--- config.mk ---
export PLATFORM = sky130hd
export DESIGN_NAME = sleep_deadline_table
export DESIGN_NICKNAME = d
export VERILOG_FILES = /design/src/sdt_pkg.sv /design/src/sdt_cell.sv /design/src/sleep_deadline_table.sv
export SDC_FILE = /design/constraint.sdc
export NUM_CORES = 1
export LEC_CHECK = 0
export BUFFER_PORTS_ARGS = -buffer_cell sky130_fd_sc_hd__buf_2
export CAP_MARGIN = 10
export CORE_MARGIN = 5
export CORE_UTILIZATION = 45
export DETAILED_ROUTE_END_ITERATION = 8
export HOLD_SLACK_MARGIN = 0.12
export PLACE_DENSITY = 0.64
export SKIP_LAST_GASP = 1
export SYNTH_ARGS = -nofsm -noshare
export SYNTH_HDL_FRONTEND = slang
export SYNTH_SLANG_ARGS = --single-unit
--- constraint.sdc ---
create_clock -name i_clk -period 9.2 [get_ports i_clk]
set_input_delay 1.84 -clock i_clk [delete_from_list [all_inputs] [get_ports i_clk]]
set_output_delay 1.84 -clock i_clk [all_outputs]
set_load 0.01 [all_outputs]
--- src/sdt_pkg.sv ---
// sleep deadline table package: request/result types, carry and push structs,
// operation and status codes shared by the cell and the top level. No dependencies.
package sdt_pkg;

    localparam int DEF_ENTRIES        = 8;
    localparam int DEF_THREAD_ID_BITS = 6;
    localparam int TID_MAX_W          = 16;

    localparam logic [1:0] OP_ARM    = 2'd0;
    localparam logic [1:0] OP_CANCEL = 2'd1;
    localparam logic [1:0] OP_TICK   = 2'd2;
    localparam logic [1:0] OP_NONE   = 2'd3;

    localparam logic [2:0] ST_ARMED     = 3'd0;
    localparam logic [2:0] ST_FULL      = 3'd1;
    localparam logic [2:0] ST_CANCELLED = 3'd2;
    localparam logic [2:0] ST_WOKEN     = 3'd3;
    localparam logic [2:0] ST_NONE_DUE  = 3'd4;

    typedef struct packed {
        logic [1:0]  op;
        logic [5:0]  thread_id;
        logic [31:0] delay_ticks;
        logic [31:0] now_tick;
    } t_in_item;

    typedef struct packed {
        logic [2:0] status;
        logic [2:0] entry_index;
        logic [5:0] woken_thread;
        logic [3:0] freed_count;
        logic       last;
    } t_out_item;

    // request as seen by every cell while it travels down the chain
    typedef struct packed {
        logic [1:0]  op;
        logic [31:0] now_tick;
        logic [31:0] deadline;
    } t_req;

    // running state handed from cell to cell
    typedef struct packed {
        logic       claimed;
        logic       hold_valid;
        logic [2:0] idx;
        logic [5:0] thread;
        logic [3:0] freed;
    } t_carry;

    typedef struct packed {
        logic      valid;
        t_out_item item;
    } t_push;

endpackage

--- src/sdt_cell.sv ---
// sleep deadline table cell: one table entry (busy, owner, deadline) plus the
// token and carry registers of the scan chain. Depends on sdt_pkg.
module sdt_cell
    import sdt_pkg::*;
#(
    parameter int THREAD_ID_BITS = DEF_THREAD_ID_BITS,
    parameter int CELL_INDEX     = 0
) (
    input  logic                      i_clk,
    input  logic                      i_rst_n,
    input  logic                      i_en,
    input  logic                      i_tok,
    input  t_carry                    i_carry,
    input  t_req                      i_req,
    input  logic [THREAD_ID_BITS-1:0] i_tid,
    output logic                      o_tok,
    output t_carry                    o_carry,
    output t_push                     o_push
);

    localparam logic [2:0] IDX = 3'(CELL_INDEX);

    logic                      r_busy;
    logic                      n_busy;
    logic [THREAD_ID_BITS-1:0] r_owner;
    logic [31:0]               r_deadline;
    logic                      r_tok;
    t_carry                    r_carry;
    t_carry                    n_carry;
    logic                      write;
    logic [31:0]               diff;
    logic                      due;
    logic [TID_MAX_W-1:0]      owner_ext;

    assign diff      = i_req.now_tick - r_deadline;
    assign due       = r_busy && !diff[31];
    assign owner_ext = TID_MAX_W'(r_owner);

    always_comb begin
        n_carry = i_carry;
        n_busy  = r_busy;
        write   = 1'b0;
        o_push  = '0;
        if (i_tok) begin
            unique case (i_req.op)
                OP_ARM: begin
                    if (!r_busy && !i_carry.claimed) begin
                        n_busy          = 1'b1;
                        write           = 1'b1;
                        n_carry.claimed = 1'b1;
                        n_carry.idx     = IDX;
                    end
                end
                OP_CANCEL: begin
                    if (r_busy && (r_owner == i_tid)) begin
                        n_busy        = 1'b0;
                        n_carry.freed = i_carry.freed + 4'd1;
                    end
                end
                OP_TICK: begin
                    if (due) begin
                        n_busy = 1'b0;
                        // a newer wake releases the one held back, which is not the last
                        if (i_carry.hold_valid) begin
                            o_push.valid             = 1'b1;
                            o_push.item.status       = ST_WOKEN;
                            o_push.item.entry_index  = i_carry.idx;
                            o_push.item.woken_thread = i_carry.thread;
                        end
                        n_carry.hold_valid = 1'b1;
                        n_carry.idx        = IDX;
                        n_carry.thread     = owner_ext[5:0];
                    end
                end
                default: ;
            endcase
        end
    end

    always_ff @(posedge i_clk) begin
        if (!i_rst_n) begin
            r_busy <= 1'b0;
            r_tok  <= 1'b0;
        end else if (i_en) begin
            r_busy <= n_busy;
            r_tok  <= i_tok;
        end
    end

    always_ff @(posedge i_clk) begin
        if (i_en) begin
            r_carry <= n_carry;
            if (write) begin
                r_owner    <= i_tid;
                r_deadline <= i_req.deadline;
            end
        end
    end

    assign o_tok   = r_tok;
    assign o_carry = r_carry;

endmodule

--- src/sleep_deadline_table.sv ---
// sleep deadline table top level: request/result handshakes, request register,
// the chain of sdt_cell entries and the result register. Depends on sdt_pkg, sdt_cell.
//
// Usage: a request (op, thread_id, delay_ticks, now_tick) is taken on i_in_valid and
// o_in_ready. Arm claims the lowest free entry with deadline now + max(delay, 1);
// cancel frees every entry of a thread and gives the count; tick frees every entry
// whose deadline has passed (signed wrap-safe compare) and gives one result per
// woken entry in entry order, last set on the final one, or one nothing-due result.
// Op 3 is taken and gives no result; o_in_ready stays high after it.
// A request walks the cell chain one entry per cycle while the output is not stalled;
// its final result shows on o_out_valid once the token leaves the last cell; only
// one request is in flight and o_in_ready is low while it walks, so the next request
// is taken only after the previous one has left the chain.
// Results sit in one output register; when the receiver holds i_out_ready low the
// whole chain freezes until the register is taken, and nothing is dropped.
// Reset (synchronous, active low) frees every entry and empties the chain and the
// output register.
module sleep_deadline_table
    import sdt_pkg::*;
#(
    parameter int ENTRIES        = DEF_ENTRIES,
    parameter int THREAD_ID_BITS = DEF_THREAD_ID_BITS
) (
    input  logic      i_clk,
    input  logic      i_rst_n,
    input  logic      i_in_valid,
    output logic      o_in_ready,
    input  t_in_item  i_in,
    output logic      o_out_valid,
    input  logic      i_out_ready,
    output t_out_item o_out
);

    logic                      r_scan;
    logic                      r_start;
    t_req                      r_req;
    logic [THREAD_ID_BITS-1:0] r_tid;
    logic                      r_out_valid;
    t_out_item                 r_out;

    logic                      en;
    logic                      accept;
    logic [TID_MAX_W-1:0]      tid_ext;
    logic [31:0]               delay_eff;
    logic                      tok   [ENTRIES+1];
    t_carry                    carry [ENTRIES+1];
    t_push                     push  [ENTRIES];
    logic [ENTRIES-1:0]        tok_vec;
    t_push                     cell_push;
    t_push                     final_push;
    t_push                     out_push;
    t_carry                    fin;

    assign en         = !r_out_valid || i_out_ready;
    assign o_in_ready = !r_scan;
    assign accept     = i_in_valid && o_in_ready;
    assign tid_ext    = TID_MAX_W'(i_in.thread_id);
    assign delay_eff  = (i_in.delay_ticks == 32'd0) ? 32'd1 : i_in.delay_ticks;

    assign tok[0]   = r_start;
    assign carry[0] = '0;

    for (genvar k = 0; k < ENTRIES; k++) begin : g_cell
        sdt_cell #(
            .THREAD_ID_BITS (THREAD_ID_BITS),
            .CELL_INDEX     (k)
        ) u_cell (
            .i_clk   (i_clk),
            .i_rst_n (i_rst_n),
            .i_en    (en),
            .i_tok   (tok[k]),
            .i_carry (carry[k]),
            .i_req   (r_req),
            .i_tid   (r_tid),
            .o_tok   (tok[k+1]),
            .o_carry (carry[k+1]),
            .o_push  (push[k])
        );
        assign tok_vec[k] = tok[k+1];
    end

    // only the cell holding the token can push
    always_comb begin
        cell_push = '0;
        for (int k = 0; k < ENTRIES; k++) begin
            cell_push = cell_push | push[k];
        end
    end

    // closing result once the token leaves the last cell
    assign fin = carry[ENTRIES];
    always_comb begin
        final_push            = '0;
        final_push.valid      = tok[ENTRIES];
        final_push.item.last  = 1'b1;
        unique case (r_req.op)
            OP_ARM: begin
                if (fin.claimed) begin
                    final_push.item.status      = ST_ARMED;
                    final_push.item.entry_index = fin.idx;
                end else begin
                    final_push.item.status = ST_FULL;
                end
            end
            OP_CANCEL: begin
                final_push.item.status      = ST_CANCELLED;
                final_push.item.freed_count = fin.freed;
            end
            OP_TICK: begin
                if (fin.hold_valid) begin
                    final_push.item.status       = ST_WOKEN;
                    final_push.item.entry_index  = fin.idx;
                    final_push.item.woken_thread = fin.thread;
                end else begin
                    final_push.item.status = ST_NONE_DUE;
                end
            end
            default: final_push.valid = 1'b0;
        endcase
    end

    assign out_push = cell_push.valid ? cell_push : final_push;

    always_ff @(posedge i_clk) begin
        if (!i_rst_n) begin
            r_scan      <= 1'b0;
            r_start     <= 1'b0;
            r_out_valid <= 1'b0;
        end else begin
            if (accept && (i_in.op != OP_NONE)) begin
                r_scan  <= 1'b1;
                r_start <= 1'b1;
            end else begin
                if (en) begin
                    r_start <= 1'b0;
                end
                if (en && tok[ENTRIES]) begin
                    r_scan <= 1'b0;
                end
            end
            if (en) begin
                r_out_valid <= out_push.valid;
            end
        end
    end

    always_ff @(posedge i_clk) begin
        if (accept) begin
            r_req.op       <= i_in.op;
            r_req.now_tick <= i_in.now_tick;
            r_req.deadline <= i_in.now_tick + delay_eff;
            r_tid          <= tid_ext[THREAD_ID_BITS-1:0];
        end
        if (en) begin
            r_out <= out_push.item;
        end
    end

    assign o_out_valid = r_out_valid;
    assign o_out       = r_out;

`ifndef SYNTHESIS
    a_one_token : assert property (@(posedge i_clk) disable iff (!i_rst_n)
        $onehot0({r_start, tok_vec}))
        else $error("more than one request token in the chain");

    a_idle_no_token : assert property (@(posedge i_clk) disable iff (!i_rst_n)
        !r_scan |-> ({r_start, tok_vec} == '0))
        else $error("token in the chain while no request is in flight");

    a_single_push : assert property (@(posedge i_clk) disable iff (!i_rst_n)
        tok[ENTRIES] |-> !cell_push.valid)
        else $error("cell result and closing result in the same cycle");

    a_frozen_stall : assert property (@(posedge i_clk) disable iff (!i_rst_n)
        (r_out_valid && !i_out_ready && !accept) |=> $stable({r_start, tok_vec}))
        else $error("chain moved while the result register was stalled");
`endif

endmodule
## Word level (Yosys, flattened, before mapping)

Cells that the tools add are included.

| storage, ports and cells | value |
|---|---|
| register bits | 532 |
| output and inout bits | 19 |
| input port bits | 76 |
| logic and storage cells | 386 |

| cells by class | value |
|---|---|
| equal/unequal tests | 34 |
| multiplexer cells | 170 |
| reductions and logical operators | 76 |
| bitwise gates (word level) | 6 |
| $add $sub $neg | 16 |

Operators by type and width:

| cell | count |
|---|---|
| $mux 13 | 28 |
| $sub 32x32->32 | 8 |
| $or 18x18->18 | 6 |
| $mux 15 | 7 |
| $mux 10 | 8 |
| $mux 1 | 75 |
| $mux 4 | 15 |
| $eq 6x6->1 | 8 |
| $mux 6 | 8 |
| $pmux 3 s2 | 8 |
| $ne 2x1->1 const B | 23 |
| $reduce_and 6->1 | 7 |
| $add 32x32->32 | 1 |
| $logic_not 32->1 | 1 |
| $mux 32 | 1 |
| $add 4x1->4 const B | 7 |
| $mux 3 | 9 |
| $logic_and 1x1->1 | 26 |
| $logic_not 1->1 | 24 |
| $pmux 1 s3 | 8 |
| $reduce_and 2->1 | 10 |
| $mux 18 | 1 |
| $mux 9 | 1 |
| $pmux 3 s3 | 1 |
| other kinds (10) | 11 |

## Longest topological paths before layout

Gate-level depths: netlist of the first run.

| depth | value |
|---|---|
| word-level depth | 13 |
| depth in mapped cells | 16 |
| mapped depth without buffers | 16 |

## Hierarchy

A second synthesis of the first run with hierarchy kept.

| second synthesis, totals | value |
|---|---|
| cell total of the unflattened synthesis | 2514 |
| area, all modules | 29395.7 um^2 |

By module, submodules not included:

| module | instances | cells an instance | area each (um^2) | seq. area each (um^2) |
|---|---|---|---|---|
| sdt_cell at g_cell[1].u_cell ... | 3 | 258 | 2991.6 | 1631.6 |
| sdt_cell at g_cell[5].u_cell ... | 2 | 246 | 2992.9 | 1631.6 |
| sleep_deadline_table | 1 | 489 | 5300.1 | 2732.6 |
| sdt_cell at g_cell[3].u_cell | 1 | 259 | 3057.9 | 1631.6 |
| sdt_cell at g_cell[7].u_cell | 1 | 246 | 3056.7 | 1631.6 |
| sdt_cell at g_cell[0].u_cell | 1 | 254 | 3020.4 | 1631.6 |

## Worst setup path before layout of the first run

Ideal clock, no wire load.

| timing path | value |
|---|---|
| path type | input to register |
| start | in i_out_ready |
| end | reg g_cell[3].u_cell.r_deadline[0] (enable) |
| library setup time | 0.399 ns |
| slack | 1.901 ns |
| arrival | 6.900 ns |
| cell stages on the path | 4 |
| path buffers | 1 |
| data required time | 8.801 ns |
| cell sequence | nor2b_1 > inv_1 > clkbuf_1 > and3_1 |

| on the way | value |
|---|---|
| cells in the longest elaborated chain, start to end | 2 |

Ends and longest elaborated chain:

| element | line | source |
|---|---|---|
| from (decl) | sleep_deadline_table.sv:30 | `input logic i_out_ready,` |
| $logic_or 1x1->1 | sleep_deadline_table.sv:54 | `assign en = !r_out_valid \|\| i_out_ready;` |
| via en | sleep_deadline_table.sv:41 | `logic en;` |
| $reduce_and 2->1 (no source line) | - |  |
| to (signal assigned) | sdt_cell.sv:95 | `r_deadline <= i_req.deadline;` |
| to (decl) | sdt_cell.sv:26 | `logic [31:0] r_deadline;` |

The timed path passes the listed nets, and every way through them passes these cells.
A chain may end at the register's enable or synchronous reset.

## Worst setup path in the final report of the first run

| timing path | value |
|---|---|
| start | in i_in[61] (netlist name) |
| end | reg r_req[30] (netlist name), data pin |

| on the way | value |
|---|---|
| cells in the longest elaborated chain, start to end | 3 |

Ends and longest elaborated chain:

| element | line | source |
|---|---|---|
| from (decl) | sleep_deadline_table.sv:28 | `input t_in_item i_in,` |
| $logic_not 32->1 | sleep_deadline_table.sv:58 | `assign delay_eff = (i_in.delay_ticks == 32'd0) ? 32'd1 : i_in.delay_ticks;` |
| $mux 32 * | sleep_deadline_table.sv:58 |  |
| $add 32x32->32 * | sleep_deadline_table.sv:151 | `r_req.deadline <= i_in.now_tick + delay_eff;` |
| to (decl) | sleep_deadline_table.sv:36 | `t_req r_req;` |

Every way passes the cells marked *; elsewhere a longest branch is shown, timed or not.

==> flow_metrics.tcl, run 1 <==
set metrics [dict create \
    cts_hold_buf 0 \
    holdPathEnd "g_cell[7].u_cell.o_tok" \
    synth_ff_type "edfxtp_1" \
    ir_drop_uv 132 \
    report.final.slew_viol_count 0 \
    worst_pin_slew_ps 1170 \
    clock_skew_ps 33.9 \
    crit_buf_inv 2 \
    place_congestion 0.907 \
    rows 89 \
    cts_max_level 2 \
    reg2reg_slack_ps 4660 \
    grt_pass1_vias 17168 \
    grt_max_degree 83 \
    via_per_inst 5.57 \
    wirelength_um 63200 \
    cts_tree "yes" \
    crit_arrival_ps 5410 \
    leakage_nw 12.7 \
    r2r-start "r_req[58]" \
    end_kind "flip-flop" \
    overflow 0 \
    yosysUniqueCellTypes 83 \
    fin_tns_setup_ps 0 \
    finalHoldViolations 0 \
    drive_gt1_share_pct 12.6 \
    cpPeakStageDelay_ps 670 \
    clock_latency_ps 620 \
    num-fill-cells 5048 \
    clock_sinks 519 \
    wire_per_inst_um 20.9 \
    cts_root_buf "clkbuf_16" \
    whs_ps 504 \
    async_flop_share_pct 0 \
    power.density_mw_per_mm2 184 \
    crit_type "in -> reg" \
    nets 2561 \
    grtUsageTotal_pct 19.6 \
    dieArea_mm2 0.0641 \
    antenna_found_initial 0 \
    syn_inst 2097 \
    syn_area_mm2 0.0266 \
    r2r_end "o_out[9]" \
    hold_start "g_cell[7].u_cell.o_tok" \
    fin_crit_ps 5050 \
    crit_chain "buf_2 -> nor4_1 -> nand4_1 -> o21bai_1 -> ha_1 -> inv_1 -> fa_1 -> nor2b_1 -> o31a_1 -> o21ai_1 -> o31a_1 -> a21oi_1 -> nor2_1 -> nand3_1 -> a31o_2 -> a31oi_1 -> xnor2_1" \
    hold_path.class "reg -> reg" \
    cts_setup_buffers 0 \
    synth_edf_count 500 \
    vias 16800 \
    status "finished, final reports clean" \
    ios 95 \
    syn_nets 2456 \
    hpwl_um 44500 \
    fin_crit_sh_pct 54.9 \
    syn_area_per_cell_um2 12.7 \
    max_slew_margin_pct 22.2 \
    max_cap_violations 0 \
    cts_made_buffers 56 \
    die_w_um 253 \
    area_delta_synth_final_pct 12.2 \
    core-area_mm2 0.0588 \
    synth-seq-cells 519 \
    required_ps 9560 \
    rsz0062_at_grt "no" \
    startpoint_type "primary input" \
    cpMostUsedCell "o31a_1" \
    grt_pass1_wl_um 97400 \
    critPathTopFamily "compound AO/OA/AOI/OAI gates" \
    remaining_drc_errors 0 \
    path_clk_slew_ps 60 \
    start_util_pct 45.3 \
    first_pass_iters 5 \
    port_buffers 94 \
    cts_resized 0 \
    clock_path_buffers 3 \
    synth_seq_area_share_pct 57.9 \
    chipHeight_um 253 \
    min_path_cells 2 \
    crit_fanout 4 \
    antenna_cells 0 \
    fmax_mhz 198 \
    ff2ff_path_depth 11 \
    slowest_stage "nor4_1" \
    setup_viol 0 \
    yosysWarnings 0 \
    ant_nets 0 \
    drt-initial-drc-count 1387 \
]
-- Yosys cell counts (all sizes together), types with 4 or more instances --
cell type | count | area (um2)
nor3 | 9 | 45.0
dfxtp | 19 | 380
and2 | 29 | 181
nor3b | 4 | 30.0
nand2b | 23 | 144
ha | 282 | 3530
edfxtp | 500 | 15000
a221o | 7 | 70.1
o2111ai | 5 | 43.8
xnor2 | 65 | 569
o211ai | 13 | 97.6
nand4 | 56 | 350
a21oi | 100 | 512
a31oi | 9 | 56.3
nand3 | 22 | 110
a21boi | 12 | 90.1
mux2 | 44 | 518
o21ai | 75 | 379
o21a | 14 | 105
or2 | 9 | 56.3
mux2i | 5 | 70.1
o31a | 10 | 87.6
nor2 | 55 | 219
buf | 8 | 51.3
a31o | 6 | 52.6
o21bai | 6 | 45.0
or3 | 4 | 25.0
a221oi | 6 | 52.6
clkbuf | 52 | 196
a211oi | 14 | 115
a2111oi | 11 | 126
a211o | 8 | 70.1
and3 | 22 | 144
xor2 | 42 | 368
nor2b | 17 | 106
nor4 | 19 | 119
inv | 272 | 1020
nand2 | 120 | 453
a21o | 74 | 556
and4 | 11 | 96.3
-- through the flow --
stage	util, %	instance area, um2	std cells	setup slack (ps)	total power [mW]
final	50.8	29900	3018	4150	5.49
after global placement	47.5	27900	2916	3510	3.17
after global routing	50.8	29900	3018	3930	5.69
after floorplan	-	26600	2097	1900	3.02
after detailed placement	47.5	27900	2916	3430	3.19
after CTS	50.8	29900	3017	4070	5.53
-- tightest hold or removal path: stages (launching register included) --
cell      delay, ps
dfxtp_1         320
nand2_1          60
a21boi_0         70
-- final cells by class --
type                       count  area, um2  area share (%)
clock buffer                  69       1500            5.03
inverter                     272       1020            3.43
multi-input combinational   1246       9980            33.4
tap                          773        967            3.24
timing repair buffer         107        566            1.89
sequential                   519      15400            51.6
clock inverter                32        424            1.42
-- layout by cell type, fill, tap and decap left out, types with 56 or more instances in the layout --
cell / n
ha_1: 282
edfxtp_1: 500
clkbuf_16: 57
a21oi_1: 97
buf_2: 94
nand4_1: 56
a21o_1: 74
o21ai_0: 69
xnor2_1: 65
nand2_1: 119
inv_1: 270
-- power breakdown --
part	switching (mW)	internal, mW
Sequential	0.114	2.67
Combinational	0.207	0.154
Clock	0.941	1.41
-- logic make-up after synthesis --
| logic type | count (synthesis) | synth area share (%) |
|---|---|---|
| AO/OA/AOI/OAI | 397 | 10.2 |
| XOR/XNOR | 107 | 3.52 |
| adder cells (fa/ha/maj) | 283 | 13.3 |
| buffers and inverters | 332 | 4.77 |
| flip-flops | 519 | 57.9 |
| multiplexers | 49 | 2.21 |
| AND/OR/NAND/NOR | 410 | 8.14 |
-- worst max-delay path by stage --
stage,start,endpoint,cells past startpoint
after floorplan,i_out_ready,g_cell[3].u_cell.r_deadline[0],4
after global placement,i_in[61],r_req[30],17
after detailed placement,i_in[61],r_req[30],17
after CTS,i_in[61],r_req[30],17
after global routing,i_in[61],r_req[30],17
final,i_in[61],r_req[30],17
-- layer usage --
layer	part of all wire, %	wire (um)	vias to the layer above	GRT usage, %
met5	0	0	-	0
met4	2.5	1600	0	5.45
met3	5.9	3720	101	3.08
met2	49	30700	499	33.5
met1	43	27100	8283	26.0
li1	-	-	7917	-
-- registers in the layout, indices dropped and copies added (netlist names) --
register and flops:
g_cell.u_cell.o_carry 107, g_cell.u_cell.o_tok 8, g_cell.u_cell.r_busy 8, g_cell.u_cell.r_deadline 256, g_cell.u_cell.r_owner 48, o_out 17, o_out_valid 1, r_req 66
r_scan 1, r_start 1, r_tid 6
(Power assumes the default switching activity.)
==> inputs of run 2 (changes only) <==
==> constraint.sdc (replaced) <==
create_clock -name i_clk -period 4.91 [get_ports i_clk]
set_input_delay 0.982 -clock i_clk [delete_from_list [all_inputs] [get_ports i_clk]]
set_output_delay 0.982 -clock i_clk [all_outputs]
set_load 0.01 [all_outputs]
==> run 2 against run 1 <==
Compared with the run above: utilization down 0.16 points; sequential power up 87%; clock skew down 1.4 ps; global-route usage up 0.26 points; cell area down 0.31%; highest routed layer unchanged; die area unchanged; critical endpoint is now o_out[7]; via count down 0.33%; non-clock buffer count up 13; sequential share of layout area up 0.16 points; first-iteration DRC count down 24%.
==> flow_metrics.tcl, run 2 (same netlist as run 1, synthesis figures left out) <==
set metrics [dict create \
    status "finished, final reports clean" \
    crit_arrival_ps 4560 \
    place_congestion 0.864 \
    startpoint "r_req[37]" \
    ff2ff_path_depth 11 \
    rsz0062_at_grt "no" \
    cpPeakStageDelay_ps 580 \
    ir_drop_uv 236 \
    crit_type "reg -> reg" \
    ios 95 \
    nets 2571 \
    finalNonFillerCells 3026 \
    hold_path.class "reg -> reg" \
    cts_root_buf "clkbuf_16" \
    drt-initial-drc-count 1056 \
    remaining_drc_errors 0 \
    overflow 0 \
    grt_pass1_wl_um 98200 \
    crit_cells 11 \
    endpoint "o_out[7]" \
    placed_cells 2930 \
    path_clk_slew_ps 60 \
    die_w_um 253 \
    cts_tree "yes" \
    start_util_pct 45.3 \
    ant_nets 0 \
    clock_skew_ps 32.5 \
    vias 16744 \
    top_register "g_cell.u_cell.r_deadline" \
    reg2reg_slack_ps 670 \
    cts_hold_buf 0 \
    leakage_nw 12.7 \
    drive_gt1_share_pct 12.8 \
    grt_max_degree 50 \
    hpwl_um 45800 \
    fin_crit_ps 4240 \
    r2r_end "o_out[7]" \
    grtUsageTotal_pct 19.8 \
    required_ps 5230 \
    cts_setup_buffers 0 \
    critPathTopFamily "compound AO/OA/AOI/OAI gates" \
    startpoint_type "flip-flop" \
    clock_path_buffers 3 \
    wire_per_inst_um 21.1 \
    antenna_found_initial 0 \
    power.density_mw_per_mm2 334 \
    fmax_mhz 236 \
    seq_area_mm2 0.0154 \
    r2r-start "r_req[37]" \
    crit_chain "ha_1 -> a21oi_1 -> nor2b_1 -> a2111oi_0 -> o21ai_0 -> o21ai_1 -> a211oi_1 -> or2_1 -> a221o_1 -> a2111oi_1 -> o211ai_1" \
    first_pass_iters 5 \
    cts_resized 0 \
    slowest_stage "edfxtp_1" \
    setup_viol 0 \
    finalHoldViolations 0 \
    num-fill-cells 5090 \
    dieArea_mm2 0.0641 \
    rows 89 \
    multiInputGateArea_mm2 0.00999 \
    clock_latency_ps 610 \
    max_cap_violations 0 \
    report.final.slew_viol_count 0 \
    fin_crit_sh_pct 86.4 \
    port_buffers 94 \
    cts_max_level 2 \
    max_slew_margin_pct 23.9 \
    wirelength_um 63800 \
    area_delta_synth_final_pct 11.9 \
    core-area_mm2 0.0588 \
    largest_reg_flops 256 \
    end_kind "flip-flop" \
    antenna_cells 0 \
    via_per_inst 5.53 \
    cts_made_buffers 53 \
    crit_fanout 9 \
    crit_buf_inv 0 \
    final_common_cell "edfxtp_1" \
    hold_start "g_cell[7].u_cell.o_tok" \
    clock_sinks 519 \
    whs_ps 483 \
    worst_pin_slew_ps 1140 \
    grt_pass1_vias 17103 \
    final_cell_mix "edfxtp_1, ha_1, inv_1" \
    chipHeight_um 253 \
]
==> run 2: changes by cell type in the layout (fill, tap and decap cells not counted), moves of 2 or more <==
cell / change
buf_4: +14
bufinv_16: -3
clkbuf_1: +3
clkbuf_16: -3
clkinv_2: +2
==> run 2: routing by layer <==
| metal | global-route usage, % | part of all wire, % | wire length (um) | up-vias |
|---|---|---|---|---|
| met3 | 2.44 | 5.0 | 3220 | 111 |
| met5 | 0 | 0 | 0 | - |
| met2 | 33.9 | 48 | 30800 | 469 |
| met4 | 5.98 | 2.9 | 1840 | 0 |
| li1 | - | - | - | 7918 |
| met1 | 26.6 | 44 | 28000 | 8246 |
==> run 2: worst min-delay path, cell delays in order, from the launching register on <==
cell and delay [ps]:
dfxtp_1 310, nand2_1 50, a21boi_0 60
==> run 2: how the worst min path moves through the flow <==
stage / to / cells after the start / slack (ps)
global placement: g_cell[7].u_cell.o_tok / 2 / 470
floorplan: g_cell[7].u_cell.o_tok / 2 / 450
global route: g_cell[7].u_cell.o_tok / 2 / 500
CTS: g_cell[7].u_cell.o_tok / 2 / 480
detailed placement: g_cell[7].u_cell.o_tok / 2 / 470
finish: g_cell[7].u_cell.o_tok / 2 / 480
==> run 2: cell type report <==
class	count	share of cell area, %
Sequential cell	519	51.7
Timing Repair Buffer	120	2.24
Inverter	272	3.44
Clock buffer	69	4.83
Tap cell	773	3.25
Clock inverter	27	0.963
Multi-Input combinational cell	1246	33.6
==> run 2: metrics by stage <==
step / worst slack (ps) / util, % / total power [mW] / setup TNS, ps / area (um2)
final: 667 / 50.6 / 9.94 / 0 / 29800
after global placement: 268 / 47.7 / 5.95 / 0 / 28000
after floorplan: -1080 / - / 5.65 / -81940 / 26600
after global routing: 371 / 50.6 / 10.3 / 0 / 29800
after detailed placement: 142 / 47.7 / 5.99 / 0 / 28000
after CTS: 671 / 50.6 / 10.0 / 0 / 29800
==> run 2: where the power goes <==
part / switching (mW) / total [mW] / internal, mW
clock: 1.67 / 4.04 / 2.37
combinational: 0.407 / 0.701 / 0.294
sequential: 0.201 / 5.20 / 5.00
==> inputs of run 3 (changes only) <==
--- a/config.mk
+++ b/config.mk
@@ -5,13 +5,16 @@
 export SDC_FILE = /design/constraint.sdc
 export NUM_CORES = 1
 export LEC_CHECK = 0
+export ABC_AREA = 1
 export BUFFER_PORTS_ARGS = -buffer_cell sky130_fd_sc_hd__buf_2
 export CAP_MARGIN = 10
+export CELL_PAD_IN_SITES_DETAIL_PLACEMENT = 1
+export CELL_PAD_IN_SITES_GLOBAL_PLACEMENT = 2
 export CORE_MARGIN = 5
-export CORE_UTILIZATION = 45
+export CORE_UTILIZATION = 42
 export DETAILED_ROUTE_END_ITERATION = 8
 export HOLD_SLACK_MARGIN = 0.12
-export PLACE_DENSITY = 0.64
+export PLACE_DENSITY = 0.84
 export SKIP_LAST_GASP = 1
 export SYNTH_ARGS = -nofsm -noshare
 export SYNTH_HDL_FRONTEND = slang
==> run 3 against run 2 <==
Compared with the run above: wire length increased by 22%; critical path type is now in -> reg; critical path depth increased by 5; highest routed layer unchanged; clock power increased by 8.4%; sequential power about the same.
==> flow_metrics.tcl, run 3 <==
set metrics [dict create \
    syn_area_mm2 0.0275 \
    final_cell_area_mm2 0.0309 \
    syn_inst 2652 \
    async_flop_share_pct 0 \
    fin_tns_setup_ps 0 \
    whs_ps 477 \
    path_clk_slew_ps 60 \
    crit_type "in -> reg" \
    hpwl_um 57800 \
    rows 93 \
    via_per_inst 5.25 \
    die_w_um 266 \
    cpPeakStageDelay_ps 420 \
    cpMostUsedCell "o21ai_2" \
    grtUsageTotal_pct 21.6 \
    reg2reg_slack_ps 1500 \
    fin_crit_sh_pct 70.2 \
    grt_use_met1_pct 25.6 \
    r2r_end "o_out[14]" \
    worst_pin_slew_ps 1120 \
    yosysUniqueCellTypes 61 \
    antenna_found_initial 1 \
    startpoint "i_in[60]" \
    cts_max_level 2 \
    synth_edf_count 500 \
    synth-seq-cells 519 \
    syn_nets 3011 \
    crit_fanout 3 \
    synth_seq_area_share_pct 55.9 \
    max_cap_violations 0 \
    wire_per_inst_um 21.1 \
    setup_viol 0 \
    min_path_cells 2 \
    yosysWarnings 0 \
    report.final.slew_viol_count 0 \
    syn_area_per_cell_um2 10.4 \
    clock_path_buffers 3 \
    clock_latency_ps 630 \
    top_register "g_cell.u_cell.r_deadline" \
    overflow 0 \
    start_util_pct 42.5 \
    synthTopCellsByArea "edfxtp_1, ha_1, nand2_1, inv_1, a21oi_1" \
    cts_setup_buffers 0 \
    startpoint_type "primary input" \
    ant_nets 0 \
    grt_pass1_vias 21222 \
    met3_usage_pct 2.85 \
    multiInputGateArea_mm2 0.0102 \
    crit_chain "buf_2 -> nor4_1 -> buf_4 -> nand4_1 -> o21bai_1 -> ha_1 -> inv_1 -> fa_1 -> o21ai_2 -> a21boi_2 -> o21ai_2 -> a21oi_1 -> o21ai_2 -> nand4_1 -> nand2_1 -> xor2_1" \
    synth_ff_type "edfxtp_1" \
    largest_reg_flops 256 \
    fmax_mhz 290 \
    clock_skew_ps 21.0 \
    grt.met2_usage_pct 40.2 \
    leakage_nw 13.8 \
    hold_path.class "reg -> reg" \
    chipHeight_um 266 \
    end_kind "flip-flop" \
    remaining_drc_errors 0 \
    grt_pass1_wl_um 118000 \
    fin_crit_ps 3450 \
    synth_top_area_share_pct 54.6 \
    max_slew_margin_pct 25.5 \
    final_common_cell "nand2_1" \
    first_pass_iters 5 \
    dp_slack_ps 821 \
    cts_resized 0 \
    placed_cell_area_mm2 0.0290 \
    core-area_mm2 0.0647 \
    ir_drop_uv 246 \
    port_buffers 94 \
    finalHoldViolations 0 \
    final_cell_mix "nand2_1, edfxtp_1, inv_1" \
    cts_hold_buf 0 \
    grt_most_used_layer "met2" \
    endpoint "r_req[18]" \
    place_congestion 0.874 \
    worst_slack_ps 1460 \
    grt_max_degree 85 \
    power.density_mw_per_mm2 335 \
    vias 19292 \
    synth.most_common_cell "nand2_1" \
    ff2ff_path_depth 15 \
    rsz0062_at_grt "no" \
    area_delta_synth_final_pct 12.4 \
    cts_root_buf "clkbuf_16" \
    cts_tree "yes" \
    required_ps 5280 \
    drt-initial-drc-count 1102 \
    wirelength_um 77600 \
    status "finished, final reports clean" \
    ios 95 \
    yosysTopAreaCell "edfxtp_1" \
    synthTopCellsByCount "nand2_1, edfxtp_1, inv_1" \
    dieArea_mm2 0.0707 \
    seq_area_mm2 0.0154 \
    clock_sinks 519 \
    num-fill-cells 7129 \
    design_power_total_mw 10.4 \
    cts_made_buffers 58 \
    r2r-start "r_req[52]" \
    nets 3130 \
    slowest_stage "fa_1" \
    drive_gt1_share_pct 9.93 \
    crit_arrival_ps 3810 \
]
## run 3: cell types whose count changed after synthesis, sizes merged, moves of 43 or more
cell,before,now
a21oi,100,151
inv,272,462
a21o,74,13
nor2,55,201
nand3,22,96
nand2,120,529
xnor2,65,22
## run 3: metal layers
| metal | part of all wire [%] | wire [um] | vias up |
|---|---|---|---|
| li1 | - | - | 9221 |
| met1 | 41 | 31600 | 9575 |
| met2 | 52 | 40400 | 360 |
| met3 | 3.7 | 2880 | 136 |
| met4 | 3.6 | 2810 | 0 |
| met5 | 0 | 0 | - |
## run 3: cells by family after synthesis
kind of cell,after synthesis,share of synthesized area (%)
flip-flops,519,55.9
adder cells (fa/ha/maj),283,12.9
AND/OR/NAND/NOR,932,14.6
XOR/XNOR,64,2.04
buffers and inverters,520,7.31
multiplexers,4,0.177
AO/OA/AOI/OAI,330,7.00
## run 3: area by class of cell
class	count	share of cell area, %
antenna	1	0.00809
clock buffer	68	4.81
clock inverter	41	1.29
inverter	464	5.64
multi-input combinational	1613	32.9
sequential	519	49.8
tap	855	3.46
timing repair buffer	115	2.07
## run 3: critical path, delay by kind of cell
kind / cells / cell delay [ps]
xor gates and xnor gates: 1 / 70
buffers and inverters: 3 / 370
adders and majority gates: 2 / 610
AOI/OAI and AO/OA: 6 / 1110
and+or+nand+nor: 4 / 680
## run 3: worst min-delay path by stage
stage	start	endpoint	slack, ps
detailed placement	g_cell[7].u_cell.o_tok	g_cell[7].u_cell.o_tok	470
CTS	g_cell[7].u_cell.o_tok	g_cell[7].u_cell.o_tok	480
global route	g_cell[7].u_cell.o_tok	g_cell[7].u_cell.o_tok	490
floorplan	g_cell[7].u_cell.o_tok	g_cell[7].u_cell.o_tok	450
finish	g_cell[7].u_cell.o_tok	g_cell[7].u_cell.o_tok	480
global placement	g_cell[7].u_cell.o_tok	g_cell[7].u_cell.o_tok	450
## run 3: per-stage QoR
step                      std cells  util [%]
after floorplan                2652         -
after detailed placement       3566      44.9
final                          3676      47.8
after CTS                      3675      47.8
after global placement         3566      44.9
after global routing           3676      47.8
## run 3: power by group
part	internal (mW)	total [mW]	switching, mW
clock network	2.54	4.38	1.84
registers	5.00	5.21	0.209
logic	0.271	0.766	0.495
